<file path="config.mk">
export PLATFORM = sky130hd
export DESIGN_NAME = rtvs_ram
export DESIGN_NICKNAME = d
export VERILOG_FILES = /design/src/hdl/rtvs_ram.sv
export SDC_FILE = /design/constraint.sdc
export NUM_CORES = 2
export LEC_CHECK = 0
export ABC_AREA = 1
export ABC_CLOCK_PERIOD_IN_PS = 8800
export BUFFER_PORTS_ARGS = -buffer_cell sky130_fd_sc_hd__buf_2
export CORE_ASPECT_RATIO = 2
export CORE_MARGIN = 2
export CORE_UTILIZATION = 30
export CTS_CLUSTER_DIAMETER = 60
export DETAILED_ROUTE_END_ITERATION = 10
export SETUP_SLACK_MARGIN = 0.15
export SYNTH_ARGS = -nofsm -noshare
export SYNTH_HDL_FRONTEND = slang
export SYNTH_SLANG_ARGS = --single-unit
export TNS_END_PERCENT = 5
</file>
<file path="constraint.sdc">
create_clock -name clock -period 8.8 [get_ports clock]
set_input_delay 0 -clock clock [delete_from_list [all_inputs] [get_ports clock]]
set_output_delay 0 -clock clock [all_outputs]
set_load 0.005 [all_outputs]
</file>
<file path="src/hdl/rtvs_ram.sv">
// ----------------------------------------------------------------------------
// rtvs_ram
// Generic single write port, single read port RAM with registered read data.
// ----------------------------------------------------------------------------
`default_nettype none

module rtvs_ram #(
   parameter int WIDTH = 64,
   parameter int DEPTH = 64,
   parameter int AW    = (DEPTH > 1) ? $clog2(DEPTH) : 1
) (
   input  logic             clock,
   input  logic             wr_en,
   input  logic [AW-1:0]    wr_addr,
   input  logic [WIDTH-1:0] wr_data,
   input  logic [AW-1:0]    rd_addr,
   output logic [WIDTH-1:0] rd_data
);

   logic [WIDTH-1:0] mem_ff [DEPTH];
   logic [WIDTH-1:0] rd_data_ff;

   always_ff @(posedge clock) begin
      if (wr_en) begin
         mem_ff[wr_addr] <= wr_data;
      end
      rd_data_ff <= mem_ff[rd_addr];
   end

   assign rd_data = rd_data_ff;

endmodule

`default_nettype wire

</file>
After elaboration in Yosys (flattened, before gate mapping):

Memory sizes are Yosys's and may differ from the RTL's. A register that Yosys moved wholly into a read port is not among the register bits.
Cells that the tools add are included.

* output and inout port bits: 64
* flip-flop bits (word level): 0
* logic and storage cells: 3
* memories: 1
* memory bits (writable): 4096
* input bits: 78

Memories
* mem_ff: words 64, bits a word 64, read ports 1, clocked after Yosys merged registers in 1, write ports 1, line 20 `logic [WIDTH-1:0] mem_ff [DEPTH];`

* muxes and demuxes: 2

Operators by type and width (count)
* 2-to-1 mux 1 bit: 2

Depth between registers and ports, before layout:

* depth in word-level cells: 2
* depth in mapped cells: 13
* depth with buffers taken out: 9

Worst setup path before layout:

OpenSTA, ideal clock, no wires.

* kind: input to register
* start: input port wr_en
* end: memory mem_ff[48][0] (enable)
* setup time: 0.646 ns
* data arrival time: 6.636 ns
* path buffers: 1
* path slack: 1.518 ns
* stages: 3
* required time: 8.154 ns
* cells stage by stage: clkbuf_1 > nand4_1 > nor4_1

* cells in the longest elaborated chain, start to end: 2

RTL lines
* start, declared: line 13 `input logic wr_en,`
* 2-to-1 mux 1 bit: line 24 `if (wr_en) begin`
* 2-to-1 mux 1 bit (not written as such): line 25 `mem_ff[wr_addr] <= wr_data;`
* end, declared: line 20

No other way between the ends.

==> summary.md <==
| Metric | Value |
|---|---|
| Result of the run | finished clean |
| Starting density of the core | 30.1% |
| Critical path depth | 13 |
| Die outline width | 529 um |
| Layout cell share with drive strength beyond 1 | 7.09% |
| Avg Vias per Cell | about 5.3 |
| Total core area | 549000 um^2 |
| Library cells used by synthesis | 16 |
| Total clock sinks | 4160 |
| Setup Buffers After CTS | 0 |
| Post-synthesis area per instance | 12.3 um^2 |
| Kind of end point of the critical path | flop |
| Number of filler cells placed in the layout | 53.4k |
| Final setup viols | 0 |
| Hold violation total from the final report | 0 |
| Setup Slack @ Placement | 4.99 ns |
| Die Area | about 560000 um^2 |
| Routability Congestion | 0.801 |
| Logic depth of the worst register-to-register path | 8 |
| Transition time at the pin with the least slew margin | 1.32 ns |
| I/O pin cnt | 142 |
| Synthesized flop and latch total | between 4k and 5k |
| Top cell types by occurrence after synthesis | nand2_1 (4416), edfxtp_1 (4096), nand3_1 (3847) |
| Fraction of the cycle the final worst path needs | 39.8% |
| Remaining Overflow, GRT | 0 |
| Critical-path cell list | buf_12, buf_12, buf_4, buf_4, nand2_1, nand3_1, nand3_1, nand3_1, nand3_1, nand2_1, nand2_1, dlygate4sd3_1, nand2_1 |
| Source of the critical timing path | rd_addr[0] |
| Largest driver fanout on the critical path | 168 |
| H-tree Lvls | 5 |
| Largest voltage drop on the vdd net | 0.000158 V |
| Worst R2R End | rd_data[18] |
| Synthesized netlist net count | 13.5k |
| Area of the mapped netlist | ~170000 um^2 |
| Detailed router's first-iteration violation count | between 10k and 15k |
| Arr. time, crit path | ~4.4 ns |
| DRC Markers | 0 |
| Final Util | 33.6% |
| Fraction of met2 tracks used by global routing | around 34% |
| Clock-pin slew on the worst setup and hold paths | 0.07 ns |
| Crit Path Category | in -> reg |
| Setup crit start kind | primary input |
| Maximum capacitance violations | 0 |
| TritonCTS clock tree | yes |
| CP max stage cell | buf_4 |
| Largest area contributor in the netlist | edfxtp_1 |
| Total via count after detailed routing | 109k |
| Post-route antenna net violation count | 0 |
| DRT Pass-1 Iters | 8 |
| Port Buffer Count | 141 |
| Pin count of the biggest net entering global routing | 204 |
| Detailed-route wire length | 551000 um |
| Number of nets in the finished design | 13.4k |
| Die span in y | 1050 um |
| CTS buffer count | 325 |
| WL/cell | approximately 27 um |
| Shortest period the worst path allows | 3.50 ns |
| Buffers and inverters on the worst path | 5 |
| Slew Limit Fails | 0 |
| Initial antenna violation count | 36 |
| CTS hold repair buffers | 73 |
| Data required time of the worst path | 9.66 ns |
| CTS max path bufs | 4 |
| Worst-case clock skew | 0.0569 ns |
| Leakage dissipation | ~63 nW |
| Layout Area Growth over Synthesis | 11.7% |
| Type of the tightest min-delay check | in -> reg |
| YS warnings | 0 |
| Worst slew margin relative to its limit | between 10% and 20% |
| Global routing's busiest layer | met2 |
| Critical Path Sink | rd_data[17] |
| Cell types with the largest area share after synthesis | edfxtp_1 (74%), nand3_1 (12%), nand2_1 (10%) |
| Largest stage delay on the critical path | 0.86 ns |
| Top Family by Delay on Critical Path | buffers and inverters |
| Number of cell rows | 385 |
| WHS | 0.0505 ns |
| Global routing usage summed across all routing layers | 19.1% |
| Clock latency of the later-clocked register in the worst-skew pair | 0.95 ns |
| Dominant register cell in the synthesized netlist | edfxtp_1 |
| Global-route wire length before repair | 774000 um |
| Number of standard cells after synthesis | ~13k |
| Share of flip-flops with an asynchronous set or reset | 0% |
| Share of Yosys cell area claimed by the top area cell type | about 74% |
| Cell at the root of the clock tree | clkbuf_16 |
| Post-layout worst setup margin | ~5.3 ns |
| Cell with the most instances after synthesis | nand2_1 |
| Vias in the first global route | 104k |
| Post-CTS Resized | 0 |
| Grt met1 use | 22.0% |
| Met3 usage | 2.36% |
| Half-perimeter wire length after placement | between 200000 and 300000 um |
| Power Density | 216 nW/um^2 |
| Maximum clock rate | roughly 0.29 GHz |
| Post-route setup TNS | 0 ns |
| Sequential cell area fraction in the yosys report | approximately 75% |
| Unrepaired setup endpoints after global routing | no |
| R2R Path Start | mem_ff[22][18] |
| Slack of the worst reg-to-reg path | 6.96 ns |
| Number of enable-type register cells in the synthesized netlist | 4096 |
[registers in the layout (all words and copies together) (netlist names)]
register,flops
mem_ff,4096
rd_data,64
[stage by stage]
stage | total power [W] | cells | instance area (um^2)
after floorplan | 0.0238 | 13400 | 165000
final | 0.0399 | 20800 | 185000
after global routing | 0.0408 | 20700 | 185000
after detailed placement | 0.0248 | 20100 | 173000
after CTS | 0.0400 | 20700 | 185000
after global placement | 0.0248 | 20100 | 173000
[layout by cell type, fill, tap and decap left out, drive strengths merged, types with 20 or more instances in the layout]
cell,count
bufinv,40
nand2,4416
clkinvlp,21
nand3,3847
diode,25
dfxtp,64
dlygate4sd3,73
buf,401
nor2,56
clkinv,117
inv,20
edfxtp,4096
clkbuf,409
[worst min-delay path, cell delays in order]
cell and delay, ns:
buf_8 0.26, nand3_1 0.19, nand3_1 0.07, nand3_1 0.07, nand3_1 0.06, nand2_1 0.07, nand2_1 0.05, nand2_1 0.08
[routing by layer]
metal | routed length, um | vias up
met5 | 85 | -
met4 | 34200 | 12
met3 | 39500 | 1281
met2 | 282000 | 5219
met1 | 195000 | 55200
li1 | - | 47500
[worst min path at each step]
stage                 from  cells after the start            to
5_1_grt         rd_addr[2]                      7   rd_data[62]
3_3_place_gp   rd_data[55]                      1   rd_data[55]
6_report        rd_addr[1]                      8   rd_data[62]
4_1_cts         rd_addr[0]                      9   rd_data[29]
2_1_floorplan   wr_data[0]                      0  mem_ff[0][0]
3_5_place_dp   rd_data[46]                      1   rd_data[46]
[where the power goes]
group	leakage, nW	internal [W]	switching, W
sequential	37.4	0.0219	0.000106
clock	5.28	0.00830	0.00714
combinational	20.4	0.000573	0.00183
[final cells by class]
cell class	count	area, um^2	area share [%]
clock inverter	186	2140	1.16
antenna	25	62.6	0.0339
timing repair buffer	474	3800	2.06
clock buffer	409	8740	4.73
sequential	4160	124000	67.3
inverter	12	105	0.0569
multi-input combinational	8336	36600	19.8
tap	7159	8960	4.85
[cells by family after synthesis]
family / synth area share (%)
buffers and inverters: 2.95
flip-flops: 75.2
AND/OR/NAND/NOR: 21.9
No activity file was read; power rests on OpenSTA's default activity.
